File: src/rtl/cst_pkg.sv
`timescale 1ns / 1ps
// ============================================================================
// cst_pkg
// Shared types, widths, codes and the arctangent table of the CORDIC block.
// ============================================================================
package cst_pkg;

    localparam int ITERATIONS_DEF = 16;

    localparam int ANG_W = 16;              // input angle width
    localparam int VAL_W = 21;              // result value width
    localparam int CW    = 18;              // CORDIC x / y / z width
    localparam int FRAC  = 14;              // fraction bits of Q2.14
    localparam int NW    = CW + FRAC;       // dividend width of the tangent divide

    localparam logic [1:0] FUNC_SIN = 2'd0;
    localparam logic [1:0] FUNC_COS = 2'd1;
    localparam logic [1:0] FUNC_TAN = 2'd2;

    localparam logic [15:0] RECIP_360 = 16'd46603;   // floor(2^24 / 360)
    localparam logic [15:0] DEG_360   = 16'd360;
    localparam logic [8:0]  DEG_270   = 9'd270;
    localparam logic [8:0]  DEG_180   = 9'd180;
    localparam logic [8:0]  DEG_90    = 9'd90;
    localparam logic [16:0] DEG2RAD   = 17'd73203;   // Q2.14 radians per degree, x256

    localparam logic signed [CW-1:0]    X_INIT  = 18'sh026DD;  // CORDIC gain K
    localparam logic signed [VAL_W-1:0] VAL_MAX = {1'b0, {(VAL_W-1){1'b1}}};
    localparam logic signed [VAL_W-1:0] VAL_MIN = {1'b1, {(VAL_W-1){1'b0}}};

    typedef struct packed {
        logic [1:0] func;
        logic       neg;
        logic       undef;
    } t_meta;

    function automatic logic [13:0] atan_q14(input logic [3:0] k);
        logic [13:0] t;
        case (k)
            4'd0:    t = 14'h3243;
            4'd1:    t = 14'h1DAC;
            4'd2:    t = 14'h0FAD;
            4'd3:    t = 14'h07F5;
            4'd4:    t = 14'h03FE;
            4'd5:    t = 14'h01FF;
            4'd6:    t = 14'h00FF;
            4'd7:    t = 14'h007F;
            4'd8:    t = 14'h003F;
            4'd9:    t = 14'h001F;
            4'd10:   t = 14'h000F;
            4'd11:   t = 14'h0007;
            4'd12:   t = 14'h0003;
            4'd13:   t = 14'h0001;
            default: t = 14'h0000;
        endcase
        return t;
    endfunction

endpackage

File: src/rtl/cst_cordic.sv
`timescale 1ns / 1ps
// ============================================================================
// cst_cordic
// Rotation-mode CORDIC, one register stage per iteration.
// ============================================================================
module cst_cordic #(
    parameter int ITERATIONS = cst_pkg::ITERATIONS_DEF
) (
    input  logic                          i_clk,
    input  logic                          i_rst_n,
    input  logic                          i_valid,
    input  cst_pkg::t_meta                i_meta,
    input  logic signed [cst_pkg::CW-1:0] i_z,
    output logic                          o_ready,
    output logic                          o_valid,
    output cst_pkg::t_meta                o_meta,
    output logic signed [cst_pkg::CW-1:0] o_x,
    output logic signed [cst_pkg::CW-1:0] o_y,
    input  logic                          i_ready
);
    logic                          r_v [ITERATIONS];
    cst_pkg::t_meta                r_m [ITERATIONS];
    logic signed [cst_pkg::CW-1:0] r_x [ITERATIONS];
    logic signed [cst_pkg::CW-1:0] r_y [ITERATIONS];
    logic signed [cst_pkg::CW-1:0] r_z [ITERATIONS];
    logic                          en  [ITERATIONS];

    for (genvar k = 0; k < ITERATIONS; k++) begin : g_stage
        logic                          w_v;
        cst_pkg::t_meta                w_m;
        logic signed [cst_pkg::CW-1:0] w_x, w_y, w_z;
        logic signed [cst_pkg::CW-1:0] n_x, n_y, n_z, w_t;

        if (k == 0) begin : g_first
            assign w_v = i_valid;
            assign w_m = i_meta;
            assign w_x = cst_pkg::X_INIT;
            assign w_y = '0;
            assign w_z = i_z;
        end else begin : g_next
            assign w_v = r_v[k-1];
            assign w_m = r_m[k-1];
            assign w_x = r_x[k-1];
            assign w_y = r_y[k-1];
            assign w_z = r_z[k-1];
        end

        if (k == ITERATIONS - 1) begin : g_last_en
            assign en[k] = !r_v[k] || i_ready;
        end else begin : g_mid_en
            assign en[k] = !r_v[k] || en[k+1];
        end

        assign w_t = $signed({{(cst_pkg::CW-14){1'b0}}, cst_pkg::atan_q14(4'(k))});

        always_comb begin
            if (w_z < 0) begin
                n_x = w_x + (w_y >>> k);
                n_y = w_y - (w_x >>> k);
                n_z = w_z + w_t;
            end else begin
                n_x = w_x - (w_y >>> k);
                n_y = w_y + (w_x >>> k);
                n_z = w_z - w_t;
            end
        end

        always_ff @(posedge i_clk) begin
            if (!i_rst_n) begin
                r_v[k] <= 1'b0;
            end else if (en[k]) begin
                r_v[k] <= w_v;
            end
        end

        always_ff @(posedge i_clk) begin
            if (en[k] && w_v) begin
                r_m[k] <= w_m;
                r_x[k] <= n_x;
                r_y[k] <= n_y;
                r_z[k] <= n_z;
            end
        end
    end

    assign o_ready = en[0];
    assign o_valid = r_v[ITERATIONS-1];
    assign o_meta  = r_m[ITERATIONS-1];
    assign o_x     = r_x[ITERATIONS-1];
    assign o_y     = r_y[ITERATIONS-1];

endmodule

File: config.mk
export PLATFORM = sky130hd
export DESIGN_NAME = cst_cordic
export DESIGN_NICKNAME = d
export VERILOG_FILES = /design/src/rtl/cst_pkg.sv /design/src/rtl/cst_cordic.sv
export SDC_FILE = /design/constraint.sdc
export NUM_CORES = 2
export LEC_CHECK = 0
export ABC_AREA = 0
export BUFFER_PORTS_ARGS = -buffer_cell sky130_fd_sc_hd__buf_4
export CORE_ASPECT_RATIO = 1.25
export CORE_MARGIN = 5
export CORE_UTILIZATION = 47
export DETAILED_ROUTE_END_ITERATION = 6
export MAX_ROUTING_LAYER = met4
export PLACE_DENSITY_LB_ADDON = 0.05
export SLEW_MARGIN = 10
export SYNTH_ARGS = -nofsm -noshare
export SYNTH_HDL_FRONTEND = slang
export SYNTH_SLANG_ARGS = --single-unit
File: constraint.sdc
create_clock -name i_clk -period 8.4 [get_ports i_clk]
set_clock_uncertainty 0.1 [all_clocks]
set_input_delay 1.68 -clock i_clk [delete_from_list [all_inputs] [get_ports i_clk]]
set_output_delay 1.68 -clock i_clk [all_outputs]
set_load 0.01 [all_outputs]
Word level (Yosys, flattened, before mapping)
Memory sizes are Yosys's and may differ from the RTL's.
Cells that the tools add are included.
Storage, ports and cells
  register bits: 0
  RAM bits: 944
  bits of input ports: 26
  output and inout port bits: 42
  logic and storage cells: 315
  memories kept: 5
Memories
  r_x: words 16, width 18, rd ports 16, clocked after Yosys merged registers in 0, wr ports 16, RTL line cst_cordic.sv:23  | logic signed [cst_pkg::CW-1:0] r_x [ITERATIONS];
  r_y: words 16, width 18, rd ports 16, clocked after Yosys merged registers in 0, wr ports 16, RTL line cst_cordic.sv:24  | logic signed [cst_pkg::CW-1:0] r_y [ITERATIONS];
  r_z: words 16, width 18, rd ports 15, clocked after Yosys merged registers in 0, wr ports 16, RTL line cst_cordic.sv:25  | logic signed [cst_pkg::CW-1:0] r_z [ITERATIONS];
  r_m: words 16, width 4, rd ports 16, clocked after Yosys merged registers in 0, wr ports 16, RTL line cst_cordic.sv:22  | cst_pkg::t_meta r_m [ITERATIONS];
  r_v: words 16, width 1, rd ports 16, clocked after Yosys merged registers in 0, wr ports 16, RTL line cst_cordic.sv:21  | logic r_v [ITERATIONS];
Operators by class
  add/subtract/negate cells: 88
  $lt $le $gt $ge: 16
  multiplexer cells: 142
  bitwise gates (word level): 16
  reductions and logical operators: 48
Operator list (count)
  $mux 18: 45
  $lt 18x1->1 const B: 16
  $mux 1: 97
  $add 18x10->18: 2
  $add 18x11->18: 2
  $add 18x12->18: 2
  $add 18x13->18: 2
  $add 18x14->18: 2
  $add 18x15->18: 2
  $add 18x16->18: 2
  $add 18x17->18: 2
  $add 18x3->18: 2
  $add 18x4->18: 2
  $add 18x5->18: 2
  $add 18x6->18: 2
  $add 18x7->18: 2
  $add 18x8->18: 2
  $add 18x9->18: 2
  $sub 18x10->18: 2
  $sub 18x11->18: 2
  $sub 18x12->18: 2
  $sub 18x13->18: 2
  $sub 18x14->18: 2
  $sub 18x15->18: 2
  other kinds (41): 110

Longest topological paths before layout
An unclocked memory read counts as a cell.
  depth after elaboration: 22
  mapped depth: 17
  gate-level depth less buffers: 17

Worst setup path before layout
No wires, ideal clock.
  path type: input to register
  start point: input i_ready
  end point: memory r_v[3][0], in the netlist r_v[0][3] (data pin)
  library setup time: 163 ps
  arrival: 7220 ps
  required time: 8137 ps
  slack: 917 ps
  stages on the path: 8
  path buffers: 2
  cell sequence: nand2b_1 -> nor2_1 -> and3_1 -> buf_2 -> and4_1 -> clkbuf_1 -> a21boi_0 -> and2_1
RTL lines
  start, declared: RTL line cst_cordic.sv:19  | input logic i_ready
  end, declared: RTL line cst_cordic.sv:21

Worst setup path after layout
  start point: input i_ready
  end point: output o_ready
On the way
  longest elaborated chain between the ends: 16
RTL lines
  $logic_or 1x1->1: RTL line cst_cordic.sv:49  | assign en[k] = !r_v[k] || i_ready;
  $logic_or 1x1->1 (15 in series): RTL line cst_cordic.sv:51  | assign en[k] = !r_v[k] || en[k+1];
  end, declared: RTL line cst_cordic.sv:14  | output logic o_ready,
No other way between the ends.

==> results.sh <==
export IMPL_synthesis_instances=6014
export IMPL_final_antenna_net_count=0
export IMPL_grt_total_usage_pct=20.0
export IMPL_synth_area_mm2=0.0625
export IMPL_placement_io_buffers=67
export IMPL_grt_overflow_total=0
export IMPL_detail_route_vias_per_cell=5.52
export IMPL_cts_resized=0
export IMPL_buffer_depth_of_the_longest_clock_path=3
export IMPL_r2r_setup_slack_ps=4220
export IMPL_max_slew_margin_rel_pct=24.5
export IMPL_clock_tree_from_tritoncts="yes"
export IMPL_hold_violations=0
export IMPL_post_synth_top_area_cell="sky130_fd_sc_hd__edfxtp_1"
export IMPL_tns_ps=0
export IMPL_synthToLayoutAreaGrowth_pct=9.69
export IMPL_finalSetupViolations=0
export IMPL_gp_congestion=0.904
export IMPL_final_period_minus_worst_setup_slack_ps=6000
export IMPL_outcome="completed"
export IMPL_antenna_found_initial=0
export IMPL_tightestPinTransition_ps=1130
export IMPL_global_route_peak_usage_layer="met2"
export IMPL_ys_seq_area_share_pct=41.0
export IMPL_grt_pass1_wl_um=223000
export IMPL_drv_max_cap_violation_count=0
export IMPL_slew_violations=0
export IMPL_num_nets_final=6987
export IMPL_vdd_drop_max_mv=0.174
export IMPL_hold_buffers=0
export IMPL_remaining_drcs=0
export IMPL_ys_seq_elements=854
export IMPL_floorplan_initialDensity_pct=47.3
export IMPL_clk_insertion_delay_late_ps=720
export IMPL_numCtsBuffers=96
export IMPL_place_detailed_hpwl_um=110000
export IMPL_cts_max_level=3
export IMPL_post_route_worst_setup_slack_ps=2400
export IMPL_pwr_density_cell_mw_per_mm2=150
export IMPL_syn_mean_instance_area_um2=10.4
export IMPL_ctsRootBufferMaster="sky130_fd_sc_hd__clkbuf_16"
export IMPL_dp_worst_setup_slack_ps=2370
export IMPL_grtUsageMet1_pct=21.0
export IMPL_p_leak_uw=0.0273
export IMPL_synth_area_top_cells="sky130_fd_sc_hd__edfxtp_1 (41%), sky130_fd_sc_hd__ha_1 (15%), sky130_fd_sc_hd__xnor2_1 (7.3%)"
export IMPL_synth_most_common_cell="sky130_fd_sc_hd__edfxtp_1"
export IMPL_post_synth_top_area_fraction_pct=41.0
export IMPL_placeableCoreArea_mm2=0.132
export IMPL_vias_in_the_first_global_route=43900
export IMPL_iteration_count_of_the_initial_detailed_routing_pass=5
export IMPL_post_cts_repair_setup_buffers=0
export IMPL_critPathCaptureType="output port"
export IMPL_setup_worst_path_start_class="input port"
export IMPL_cp_data_arrival_time_ps=4220
export IMPL_routed_wire_length_per_instance_um=17.2
export IMPL_number_of_flops_mapped_to_enable_cells_by_yosys=853
export IMPL_asyncSetResetFlopFracSynth_pct=0
export IMPL_synthFlopType="sky130_fd_sc_hd__edfxtp_1"
export IMPL_row_count=149
export IMPL_synth_top_cells_by_count="sky130_fd_sc_hd__edfxtp_1 (853), sky130_fd_sc_hd__ha_1 (772), sky130_fd_sc_hd__a21oi_1 (607), sky130_fd_sc_hd__xnor2_1 (524), sky130_fd_sc_hd__nor2_1 (504)"
export IMPL_routing_usage_on_met3_pct=1.93
export IMPL_crit_required_ps=6620
export IMPL_critical_path_peak_fanout=10
export IMPL_drt_first_iter_violations=1998
export IMPL_drt_wl_total_um=137000
export IMPL_ys_types=80
export IMPL_clk_pin_slew_worst_paths_ps=60
export IMPL_synthesis_yosys_warnings=0
export IMPL_grt_setup_unrepaired="no"
export IMPL_clock_sinks=854
export IMPL_via_count=44000
export IMPL_fmaxAchievable_mhz=167
export IMPL_num_antenna_cells=0
export IMPL_chipHeight_um=418
export IMPL_final_period_utilization_pct=71.4
export IMPL_fill_cells=12000
export IMPL_met2_usage_pct=38.5
export IMPL_criticalPathCategory="in -> out"
export IMPL_hold_path_class="reg -> reg"
export IMPL_share_of_final_layout_standard_cells_stronger_than_drive_strength_1_pct=5.15
export IMPL_ios=68
export IMPL_floorplan_die_width_um=336
export IMPL_largest_net_degree_at_the_start_of_global_routing=60
export IMPL_area_of_the_die_mm2=0.140
==> kinds of logic (layout without fill, tap and decap cells) <==
| group | count (synthesis) | after routing | synth area share [%] |
|---|---|---|---|
| xor gates and xnor gates | 806 | 806 | 11.3 |
| and+or+nand+nor | 1306 | 1306 | 9.80 |
| DFF | 854 | 854 | 41.0 |
| muxes | 50 | 50 | 0.840 |
| other | 2 | 5 | 0.0120 |
| buffers and inverters | 404 | 615 | 2.43 |
| adders and majority gates | 815 | 815 | 16.8 |
| AOI/OAI and AO/OA | 1777 | 1777 | 17.8 |
==> flip-flops by register name, summed over array words and instances (netlist names) <==
name / flops
r_x: 269
r_y: 269
r_z: 236
r_m: 64
r_v: 16
==> layer usage <==
metal	vias up	share of wire (%)	wire length, um
li1	22600	-	-
met1	20700	40	54400
met2	495	55	75000
met3	244	2.2	3080
met4	0	3.5	4820
met5	-	0	0
==> cell usage in the layout (no fill, tap or decap), types with 13 or more instances in the layout <==
| cell | count |
|---|---|
| sky130_fd_sc_hd__mux2_2 | 20 |
| sky130_fd_sc_hd__edfxtp_1 | 853 |
| sky130_fd_sc_hd__a21oi_1 | 607 |
| sky130_fd_sc_hd__o21bai_1 | 85 |
| sky130_fd_sc_hd__nor3_1 | 101 |
| sky130_fd_sc_hd__clkbuf_1 | 13 |
| sky130_fd_sc_hd__nor4_1 | 23 |
| sky130_fd_sc_hd__o31a_1 | 29 |
| sky130_fd_sc_hd__xnor2_1 | 524 |
| sky130_fd_sc_hd__clkinv_2 | 18 |
| sky130_fd_sc_hd__o41ai_1 | 17 |
| sky130_fd_sc_hd__nand2_1 | 264 |
| sky130_fd_sc_hd__nand3_1 | 79 |
| sky130_fd_sc_hd__xor2_1 | 282 |
| sky130_fd_sc_hd__a31oi_1 | 68 |
| sky130_fd_sc_hd__clkbuf_16 | 96 |
| sky130_fd_sc_hd__mux2i_1 | 30 |
| sky130_fd_sc_hd__clkinv_1 | 15 |
| sky130_fd_sc_hd__o211ai_1 | 31 |
| sky130_fd_sc_hd__a21boi_0 | 30 |
| sky130_fd_sc_hd__or3_1 | 19 |
| sky130_fd_sc_hd__and2_1 | 25 |
| sky130_fd_sc_hd__nor2_1 | 504 |
| sky130_fd_sc_hd__nor2b_1 | 90 |
| sky130_fd_sc_hd__o21a_1 | 128 |
| sky130_fd_sc_hd__buf_4 | 97 |
| sky130_fd_sc_hd__a211oi_1 | 67 |
| sky130_fd_sc_hd__fa_1 | 43 |
| sky130_fd_sc_hd__inv_1 | 336 |
| sky130_fd_sc_hd__ha_1 | 772 |
| sky130_fd_sc_hd__and3_1 | 27 |
| sky130_fd_sc_hd__nand2b_1 | 70 |
| sky130_fd_sc_hd__nand4_1 | 31 |
| sky130_fd_sc_hd__a21o_1 | 208 |
| sky130_fd_sc_hd__o21ai_0 | 349 |
==> area by class of cell <==
| type | count | area (um2) | share of cell area, % |
|---|---|---|---|
| Inverter | 338 | 1270 | 1.85 |
| Tap cell | 1736 | 2170 | 3.17 |
| Timing Repair Buffer | 97 | 728 | 1.06 |
| Clock inverter | 70 | 800 | 1.17 |
| Sequential cell | 854 | 25600 | 37.4 |
| Clock buffer | 110 | 2460 | 3.59 |
| Multi-Input combinational cell | 4759 | 35500 | 51.8 |
==> path summary, 6_finish.rpt <==
check / start / endpoint / depth (start not counted)
worst min-delay path: r_m[0][22] / r_m[0][26] / 0
worst max register to register: r_x[1][105] / r_y[1][124] / 12
worst min register to register: r_m[0][22] / r_m[0][26] / 0
worst max-delay path: i_ready / o_ready / 9
==> power breakdown <==
group | total, uW | internal (uW) | switching (uW)
Sequential | 4880 | 4810 | 67.8
Combinational | 1100 | 493 | 603
Clock | 4320 | 2480 | 1840
==> critical path: stages <==
cell	delay [ps]
sky130_fd_sc_hd__buf_4	110
sky130_fd_sc_hd__nand2b_1	170
sky130_fd_sc_hd__nor2_1	370
sky130_fd_sc_hd__and3_1	580
sky130_fd_sc_hd__and4_1	550
sky130_fd_sc_hd__nand3_1	120
sky130_fd_sc_hd__nor2_1	340
sky130_fd_sc_hd__nand2_1	140
sky130_fd_sc_hd__buf_4	170
==> stage by stage <==
step	instance area, um2	hold slack [ps]	total power [uW]	util, %	instances
after CTS	68600	315	10500	51.9	7964
final	68600	313	10300	51.9	7964
after global placement	65300	301	6060	49.4	7784
after global routing	68600	325	10800	51.9	7964
after detailed placement	65300	305	6070	49.4	7784
after floorplan	62500	300	5810	-	6017
Power figures use the tool's default switching activity.
