<file path="src/rtl/cst_pkg.sv">
`timescale 1ns / 1ps
// ============================================================================
// cst_pkg
// Shared types, widths, codes and the arctangent table of the CORDIC block.
// ============================================================================
package cst_pkg;

    localparam int ITERATIONS_DEF = 16;

    localparam int ANG_W = 16;              // input angle width
    localparam int VAL_W = 21;              // result value width
    localparam int CW    = 18;              // CORDIC x / y / z width
    localparam int FRAC  = 14;              // fraction bits of Q2.14
    localparam int NW    = CW + FRAC;       // dividend width of the tangent divide

    localparam logic [1:0] FUNC_SIN = 2'd0;
    localparam logic [1:0] FUNC_COS = 2'd1;
    localparam logic [1:0] FUNC_TAN = 2'd2;

    localparam logic [15:0] RECIP_360 = 16'd46603;   // floor(2^24 / 360)
    localparam logic [15:0] DEG_360   = 16'd360;
    localparam logic [8:0]  DEG_270   = 9'd270;
    localparam logic [8:0]  DEG_180   = 9'd180;
    localparam logic [8:0]  DEG_90    = 9'd90;
    localparam logic [16:0] DEG2RAD   = 17'd73203;   // Q2.14 radians per degree, x256

    localparam logic signed [CW-1:0]    X_INIT  = 18'sh026DD;  // CORDIC gain K
    localparam logic signed [VAL_W-1:0] VAL_MAX = {1'b0, {(VAL_W-1){1'b1}}};
    localparam logic signed [VAL_W-1:0] VAL_MIN = {1'b1, {(VAL_W-1){1'b0}}};

    typedef struct packed {
        logic [1:0] func;
        logic       neg;
        logic       undef;
    } t_meta;

    function automatic logic [13:0] atan_q14(input logic [3:0] k);
        logic [13:0] t;
        case (k)
            4'd0:    t = 14'h3243;
            4'd1:    t = 14'h1DAC;
            4'd2:    t = 14'h0FAD;
            4'd3:    t = 14'h07F5;
            4'd4:    t = 14'h03FE;
            4'd5:    t = 14'h01FF;
            4'd6:    t = 14'h00FF;
            4'd7:    t = 14'h007F;
            4'd8:    t = 14'h003F;
            4'd9:    t = 14'h001F;
            4'd10:   t = 14'h000F;
            4'd11:   t = 14'h0007;
            4'd12:   t = 14'h0003;
            4'd13:   t = 14'h0001;
            default: t = 14'h0000;
        endcase
        return t;
    endfunction

endpackage

</file>
<file path="src/rtl/cst_div.sv">
`timescale 1ns / 1ps
// ============================================================================
// cst_div
// Pipelined restoring divide for the tangent and final result selection.
// ============================================================================
module cst_div (
    input  logic                             i_clk,
    input  logic                             i_rst_n,
    input  logic                             i_valid,
    input  cst_pkg::t_meta                   i_meta,
    input  logic signed [cst_pkg::CW-1:0]    i_x,
    input  logic signed [cst_pkg::CW-1:0]    i_y,
    output logic                             o_ready,
    output logic                             o_valid,
    output logic                             o_negative,
    output logic signed [cst_pkg::VAL_W-1:0] o_value,
    output logic                             o_undefined,
    input  logic                             i_ready
);
    localparam int NW = cst_pkg::NW;
    localparam int DW = cst_pkg::CW;
    localparam int VW = cst_pkg::VAL_W;

    typedef struct packed {
        cst_pkg::t_meta       m;
        logic                 qneg;
        logic                 xzero;
        logic                 ypos;
        logic signed [VW-1:0] vin;
    } t_side;

    // prep stage
    logic          r_p_v;
    t_side         r_p_s;
    logic [DW-1:0] r_p_d;
    logic [NW-1:0] r_p_n;
    logic          en_p;
    t_side         n_p_s;
    logic [DW-1:0] w_ay;

    // one quotient bit per stage
    logic          r_b_v   [NW];
    t_side         r_b_s   [NW];
    logic [DW-1:0] r_b_d   [NW];
    logic [NW-1:0] r_b_n   [NW];
    logic [NW-1:0] r_b_q   [NW];
    logic [DW-1:0] r_b_rem [NW];
    logic          en_b    [NW];

    // output register
    logic                 r_f_v;
    logic                 r_f_neg;
    logic signed [VW-1:0] r_f_val;
    logic                 r_f_undef;
    logic                 en_f;
    logic                 n_f_neg;
    logic signed [VW-1:0] n_f_val;
    logic                 w_sat;
    logic [VW-1:0]        w_qv;
    t_side                w_fs;

    assign en_f = !r_f_v || i_ready;
    assign en_p = !r_p_v || en_b[0];

    always_comb begin
        w_ay = i_y[DW-1] ? DW'(-i_y) : DW'(i_y);
        n_p_s.m     = i_meta;
        n_p_s.qneg  = i_x[DW-1] ^ i_y[DW-1];
        n_p_s.xzero = (i_x == '0);
        n_p_s.ypos  = !i_y[DW-1];
        n_p_s.vin   = (i_meta.func == cst_pkg::FUNC_SIN) ? VW'(i_y) : VW'(i_x);
    end

    always_ff @(posedge i_clk) begin
        if (!i_rst_n) begin
            r_p_v <= 1'b0;
        end else if (en_p) begin
            r_p_v <= i_valid;
        end
    end

    always_ff @(posedge i_clk) begin
        if (en_p && i_valid) begin
            r_p_s <= n_p_s;
            r_p_d <= i_x[DW-1] ? DW'(-i_x) : DW'(i_x);
            r_p_n <= {w_ay, {cst_pkg::FRAC{1'b0}}};
        end
    end

    for (genvar i = 0; i < NW; i++) begin : g_bit
        logic          w_v;
        t_side         w_s;
        logic [DW-1:0] w_d, w_rem;
        logic [NW-1:0] w_n, w_q;
        logic [DW:0]   w_sh;
        logic          w_ge;

        if (i == 0) begin : g_first
            assign w_v   = r_p_v;
            assign w_s   = r_p_s;
            assign w_d   = r_p_d;
            assign w_n   = r_p_n;
            assign w_q   = '0;
            assign w_rem = '0;
        end else begin : g_next
            assign w_v   = r_b_v[i-1];
            assign w_s   = r_b_s[i-1];
            assign w_d   = r_b_d[i-1];
            assign w_n   = r_b_n[i-1];
            assign w_q   = r_b_q[i-1];
            assign w_rem = r_b_rem[i-1];
        end

        if (i == NW - 1) begin : g_last_en
            assign en_b[i] = !r_b_v[i] || en_f;
        end else begin : g_mid_en
            assign en_b[i] = !r_b_v[i] || en_b[i+1];
        end

        assign w_sh = {w_rem, w_n[NW-1]};
        assign w_ge = (w_sh >= {1'b0, w_d});

        always_ff @(posedge i_clk) begin
            if (!i_rst_n) begin
                r_b_v[i] <= 1'b0;
            end else if (en_b[i]) begin
                r_b_v[i] <= w_v;
            end
        end

        always_ff @(posedge i_clk) begin
            if (en_b[i] && w_v) begin
                r_b_s[i]   <= w_s;
                r_b_d[i]   <= w_d;
                r_b_n[i]   <= {w_n[NW-2:0], 1'b0};
                r_b_q[i]   <= {w_q[NW-2:0], w_ge};
                r_b_rem[i] <= w_ge ? DW'(w_sh - {1'b0, w_d}) : w_sh[DW-1:0];
            end
        end
    end

    always_comb begin
        w_fs  = r_b_s[NW-1];
        w_sat = |r_b_q[NW-1][NW-1:VW-1];
        w_qv  = r_b_q[NW-1][VW-1:0];
        n_f_neg = w_fs.m.neg;
        if (w_fs.m.undef) begin
            n_f_neg = 1'b0;
            n_f_val = '0;
        end else if (w_fs.m.func == cst_pkg::FUNC_SIN || w_fs.m.func == cst_pkg::FUNC_COS) begin
            n_f_val = w_fs.vin;
        end else if (w_fs.xzero) begin
            n_f_val = w_fs.ypos ? cst_pkg::VAL_MAX : cst_pkg::VAL_MIN;
        end else if (w_sat) begin
            n_f_val = w_fs.qneg ? cst_pkg::VAL_MIN : cst_pkg::VAL_MAX;
        end else begin
            n_f_val = w_fs.qneg ? $signed(-w_qv) : $signed(w_qv);
        end
    end

    always_ff @(posedge i_clk) begin
        if (!i_rst_n) begin
            r_f_v <= 1'b0;
        end else if (en_f) begin
            r_f_v <= r_b_v[NW-1];
        end
    end

    always_ff @(posedge i_clk) begin
        if (en_f && r_b_v[NW-1]) begin
            r_f_neg   <= n_f_neg;
            r_f_val   <= n_f_val;
            r_f_undef <= w_fs.m.undef;
        end
    end

    assign o_ready     = en_p;
    assign o_valid     = r_f_v;
    assign o_negative  = r_f_neg;
    assign o_value     = r_f_val;
    assign o_undefined = r_f_undef;

endmodule

</file>
<file path="config.mk">
export PLATFORM = sky130hd
export DESIGN_NAME = cst_div
export DESIGN_NICKNAME = d
export VERILOG_FILES = /design/src/rtl/cst_pkg.sv /design/src/rtl/cst_div.sv
export SDC_FILE = /design/constraint.sdc
export NUM_CORES = 2
export LEC_CHECK = 0
export BUFFER_PORTS_ARGS = -buffer_cell sky130_fd_sc_hd__buf_4
export CORE_ASPECT_RATIO = 1.4
export CORE_UTILIZATION = 66
export CTS_CLUSTER_SIZE = 20
export DETAILED_ROUTE_END_ITERATION = 12
export GPL_TIMING_DRIVEN = 0
export PLACE_DENSITY = 0.89
export SLEW_MARGIN = 10
export SYNTH_ARGS = -nofsm -noshare
export SYNTH_HDL_FRONTEND = slang
export SYNTH_MEMORY_MAX_BITS = 65536
export SYNTH_SLANG_ARGS = --single-unit
</file>
<file path="constraint.sdc">
create_clock -name i_clk -period 13.14 [get_ports i_clk]
set_clock_uncertainty 0.1 [all_clocks]
set_input_delay 1.314 -clock i_clk [delete_from_list [all_inputs] [get_ports i_clk]]
set_output_delay 1.314 -clock i_clk [all_outputs]
set_load 0.03 [all_outputs]
</file>
* Word-level counts from Yosys, hierarchy flattened
Memory sizes are Yosys's and may differ from the RTL's.
Index checks and enable logic that the tools add are counted.
** Operators by class
- Add/sub/neg operators :: 35
- Multiply operators :: 0
- Div/mod/pow operators :: 0
- $lt $le $gt $ge :: 32
- Equal/unequal tests :: 1
- Shift-type cells :: 0
- Mux-type cells :: 234
- Bitwise gates (word level) :: 33
- Reductions and logical operators :: 108
** Operator list (number)
- $ge 19x18->1 :: 31
- $mux 18 :: 32
- $sub 18x18->18 :: 31
- $mux 1 :: 193
- $mux 21 :: 7
- $neg 18->18 :: 2
- $logic_not 1->1 :: 35
- $logic_or 1x1->1 :: 35
- $logic_and 1x1->1 :: 34
- $mux 17 :: 2
- $or 1x1->1 :: 32
- $neg 21->21 :: 1
- $ge 1x18->1 :: 1
- $logic_not 18->1 :: 1
- $sub 1x18->18 :: 1
- $reduce_or 12->1 :: 1
- $logic_not 2->1 :: 2
- $eq 2x1->1 const B :: 1
- $xor 1x1->1 :: 1
** Word-level totals
- Bits in registers :: 89
- Bits in latches :: 0
- Bits in writable memories :: 4096
- Memory bits (read-only) :: 0
- Output and inout bits :: 25
- Logic and storage cells :: 465
- Memories :: 6
** Memories
- r_b_q :: words 32, width 32, read ports 32, clocked after Yosys merged registers in 0, wr ports 32, RTL line cst_div.sv:46 : logic [NW-1:0] r_b_q [NW];
- r_b_n :: words 32, width 31, read ports 31, clocked after Yosys merged registers in 0, wr ports 32, RTL line cst_div.sv:45 : logic [NW-1:0] r_b_n [NW];
- r_b_s :: words 32, width 28, read ports 32, clocked after Yosys merged registers in 0, wr ports 32, RTL line cst_div.sv:43 : t_side r_b_s [NW];
- r_b_d :: words 32, width 18, read ports 31, clocked after Yosys merged registers in 0, wr ports 32, RTL line cst_div.sv:44 : logic [DW-1:0] r_b_d [NW];
- r_b_rem :: words 32, width 18, read ports 31, clocked after Yosys merged registers in 0, wr ports 32, RTL line cst_div.sv:47 : logic [DW-1:0] r_b_rem [NW];
- r_b_v :: words 32, width 1, read ports 32, clocked after Yosys merged registers in 0, wr ports 32, RTL line cst_div.sv:42 : logic r_b_v [NW];

* Depth between registers and ports, before layout
- Word-level depth :: 38
- Depth in mapped cells :: 12
- Depth with buffers taken out :: 11

* Least setup slack after synthesis
No wires, ideal clock.
- Path type :: input to register
- From :: input port i_ready
- To :: memory r_b_v[27][0], in the netlist r_b_v[1][11], data pin
- Library setup time :: 0.180 ns
- Data arrival time :: 8.958 ns
- Path slack :: 3.902 ns
- Stages on the path :: 7
- Buffers on the path :: 2
- Cells stage by stage :: nor2b_1 and3_1 buf_2 and3_1 clkbuf_1 a21boi_0 and2_1
** RTL lines
- start: declaration :: RTL line cst_div.sv:18 : input logic i_ready
- end: declaration :: RTL line cst_div.sv:42

* Worst setup path after layout
- From :: input port i_ready
- To :: output port o_ready
** On the way
- Longest elaborated chain between the ends :: 34
** Ends and longest elaborated chain
- $logic_or 1x1->1 :: RTL line cst_div.sv:62 : assign en_f = !r_f_v || i_ready;
- $logic_or 1x1->1 :: RTL line cst_div.sv:115 : assign en_b[i] = !r_b_v[i] || en_f;
- $logic_or 1x1->1 (31 in a row) :: RTL line cst_div.sv:117 : assign en_b[i] = !r_b_v[i] || en_b[i+1];
- $logic_or 1x1->1 :: RTL line cst_div.sv:63 : assign en_p = !r_p_v || en_b[0];
- end: declaration :: RTL line cst_div.sv:13 : output logic o_ready,
No other way between the ends.

==> flow_metrics.env <==
export IMPL_crit_chain="buf_4 -> nor2b_1 -> and3_1 -> buf_2 -> nand3_1 -> nor4_2 -> and3_1 -> and2_0 -> nand3_1 -> buf_4"
export IMPL_syn_inst=7938
export IMPL_setup_viol=0
export IMPL_tns_ns=0
export IMPL_power_leakage_nw=47.0
export IMPL_nets=8940
export IMPL_min_period_ns=6.54
export IMPL_max_slew_margin_rel_pct=8.88
export IMPL_ctsHoldBuffers=0
export IMPL_grt_pass1_wl_um=392000
export IMPL_netlist_area_um2=117000
export IMPL_synth_mux_area_share_pct=3.97
export IMPL_synth_top_cell_by_area="edfxtp_1"
export IMPL_maxCapViolations=0
export IMPL_hp_class="flip-flop to flip-flop"
export IMPL_ctsResizeCount=0
export IMPL_core_um2=176000
export IMPL_layout_drive_gt1_share_pct=12.3
export IMPL_drc_errors=0
export IMPL_synthXorXnorAreaFrac_pct=3.22
export IMPL_status="finished clean"
export IMPL_ir_drop_mv=0.149
export IMPL_area_growth_pct=11.1
export IMPL_synth_edff_count=2679
export IMPL_crit_type="input port to output pin"
export IMPL_worst_pin_slew_ns=1.35
export IMPL_die_height_um=500
export IMPL_post_cts_buffers=0
export IMPL_fill_cells=10461
export IMPL_drt_first_pass_iters=6
export IMPL_cpPeakStageDelay_ns=0.91
export IMPL_grt_ovfl_total=0
export IMPL_synth_seq_area_share_pct=68.8
export IMPL_gp_congestion=0.994
export IMPL_slew_viol_final=0
export IMPL_h_tree_depth=4
export IMPL_cts_root_buf="clkbuf_16"
export IMPL_place_area_um2=122000
export IMPL_final_design_area_no_fill_um2=130000
export IMPL_max_freq_mhz=153
export IMPL_crit_path_max_fanout=7
export IMPL_ys_types=90
export IMPL_synthTopCellsByArea="edfxtp_1 69%, ha_1 6.0%, mux2_2 3.6%"
export IMPL_seqCellArea_um2=80500
export IMPL_yosysWarnings=0
export IMPL_cts_path_max_buffers=3
export IMPL_vias=65750
export IMPL_clk_latency_ns=0.91
export IMPL_portBuffers=67
export IMPL_antenna_found_initial=9
export IMPL_period_share_pct=49.8
export IMPL_synth_top_family_by_area="compound AO/OA/AOI/OAI gates"
export IMPL_start_util_pct=66.6
export IMPL_synthSimpleGateAreaFrac_pct=6.71
export IMPL_synth_fp_nets=8574
export IMPL_wl_per_cell_um=24.1
export IMPL_hold_viol=0
export IMPL_antenna_left=0
export IMPL_cts_sinks=2682
export IMPL_grt_max_degree=62
export IMPL_die_w_um=358
export IMPL_synth_compound_area_share_pct=8.06
export IMPL_power_total_mw=16.5
export IMPL_synthAdderAreaFrac_pct=6.52
export IMPL_layout_commonest_cell="edfxtp_1"
export IMPL_multiInputGateArea_um2=33600
export IMPL_tritoncts="done"
export IMPL_vias_per_cell=6.08
export IMPL_ys_flop_type="edfxtp_1"
export IMPL_syn_avg_cell_area_um2=14.7
export IMPL_async_reset_ff_share_pct=0
export IMPL_wirelength_um=260000
export IMPL_p_per_area_nw_per_um2=127
export IMPL_die_area_um2=179000
export IMPL_io_pins=69
export IMPL_cp_required_ns=11.73
export IMPL_arrival_ns=5.12
export IMPL_synth_top_cell_area_share_pct=68.7
export IMPL_grt_use_total_pct=29.4
export IMPL_end_kind="output pin"
export IMPL_ys_ff_latch=2682
export IMPL_worstSetupStartpointType="input port"
export IMPL_cts_made_buffers=229
export IMPL_place_hpwl_um=187000
export IMPL_cpMaxStageDelayCell="nor4_2"
export IMPL_clk_pin_slew_ns=0.07
export IMPL_mostFrequentLayoutCells="2679 x edfxtp_1, 731 x inv_1, 562 x ha_1"
export IMPL_num_rows=182
export IMPL_grt_pass1_vias=68777
export IMPL_rsz0062_at_grt="false"
export IMPL_drtIter0Drc=5443
## cells in the mapped netlist, types with 37 or more instances
master / n
nand2b_1: 98
xor2_1: 148
mux2_2: 369
xnor2_1: 282
and2_1: 39
nor2b_1: 100
edfxtp_1: 2679
a211oi_1: 37
a21oi_1: 382
nor2_1: 457
o211ai_1: 70
or3_1: 42
o21a_1: 166
nor3_1: 176
o21bai_1: 49
o21ai_0: 253
inv_1: 731
nand2_1: 310
nand3_1: 128
nand4_1: 71
clkbuf_1: 49
mux2i_1: 49
ha_1: 562
o31a_1: 53
a21o_1: 114
## metal layers
layer	routed length, µm	vias to the layer above	part of all wire (%)	track usage (%)
li1	-	30495	-	-
met3	11100	911	4.3	4.09
met1	83900	32110	32	28.3
met5	13	-	0.0050	0
met4	23600	2	9.1	22.9
met2	142000	2232	54	55.2
## cell families after synthesis
group / after synthesis
muxes: 418
xor gates and xnor gates: 430
buffers and inverters: 820
DFF: 2682
and+or+nand+nor: 1582
AOI/OAI and AO/OA: 1414
adders and majority gates: 592
## cell type report
type,count,area share [%]
antenna,10,0.0192
buffer,87,0.341
clock buffer,260,4.50
clock inverter,163,1.52
inverter,733,2.12
multi-input combinational,4436,25.8
sequential,2682,61.9
tap,2300,2.21
timing repair buffer,135,1.54
## worst max-delay path: cells and delay by family
| kind | cells | cell delay [ns] |
|---|---|---|
| and+or+nand+nor | 7 | 3.21 |
| buffers and inverters | 3 | 0.57 |
## metrics by stage
stage | utilization [%] | hold WS (ns) | instances | setup slack (ns)
2_1_floorplan | - | 0.300 | 7938 | 3.90
6_report | 74.0 | 0.285 | 10806 | 6.60
5_1_grt | 74.0 | 0.273 | 10802 | 6.53
4_1_cts | 73.9 | 0.274 | 10795 | 6.66
3_3_place_gp | 68.5 | 0.300 | 10305 | 0.196
3_5_place_dp | 69.5 | 0.305 | 10372 | 6.78
## flip-flops by register name (all words and copies together) (netlist names), 18 cells and up
name and flops:
g_bit.w_d 18, r_b_v 32, g_bit.w_n 18, r_b_d 558, r_b_q 528, r_b_rem 558
o_value 21, g_bit.w_s 24, r_b_s 768, r_b_n 153
## report_power, final
group          leakage [nW]  internal [mW]  switching (mW)  total (mW)
sequential             24.4           9.32          0.0201        9.34
combinational          18.9         0.0663           0.112       0.178
clock                  3.75           3.85            3.15        7.00
total                  47.0           13.2            3.28        16.5
## final timing paths
kind                                    start             to  slack (ns)  cells after the start
worst max-delay path                  i_ready        o_ready        6.60                     10
worst min-delay path            r_b_s[0][282]  r_b_s[0][310]        0.29                      0
worst max register to register        o_valid  r_b_n[0][175]        8.12                     12
worst min register to register  r_b_s[0][282]  r_b_s[0][310]        0.29                      0
(Power assumes the default switching activity.)
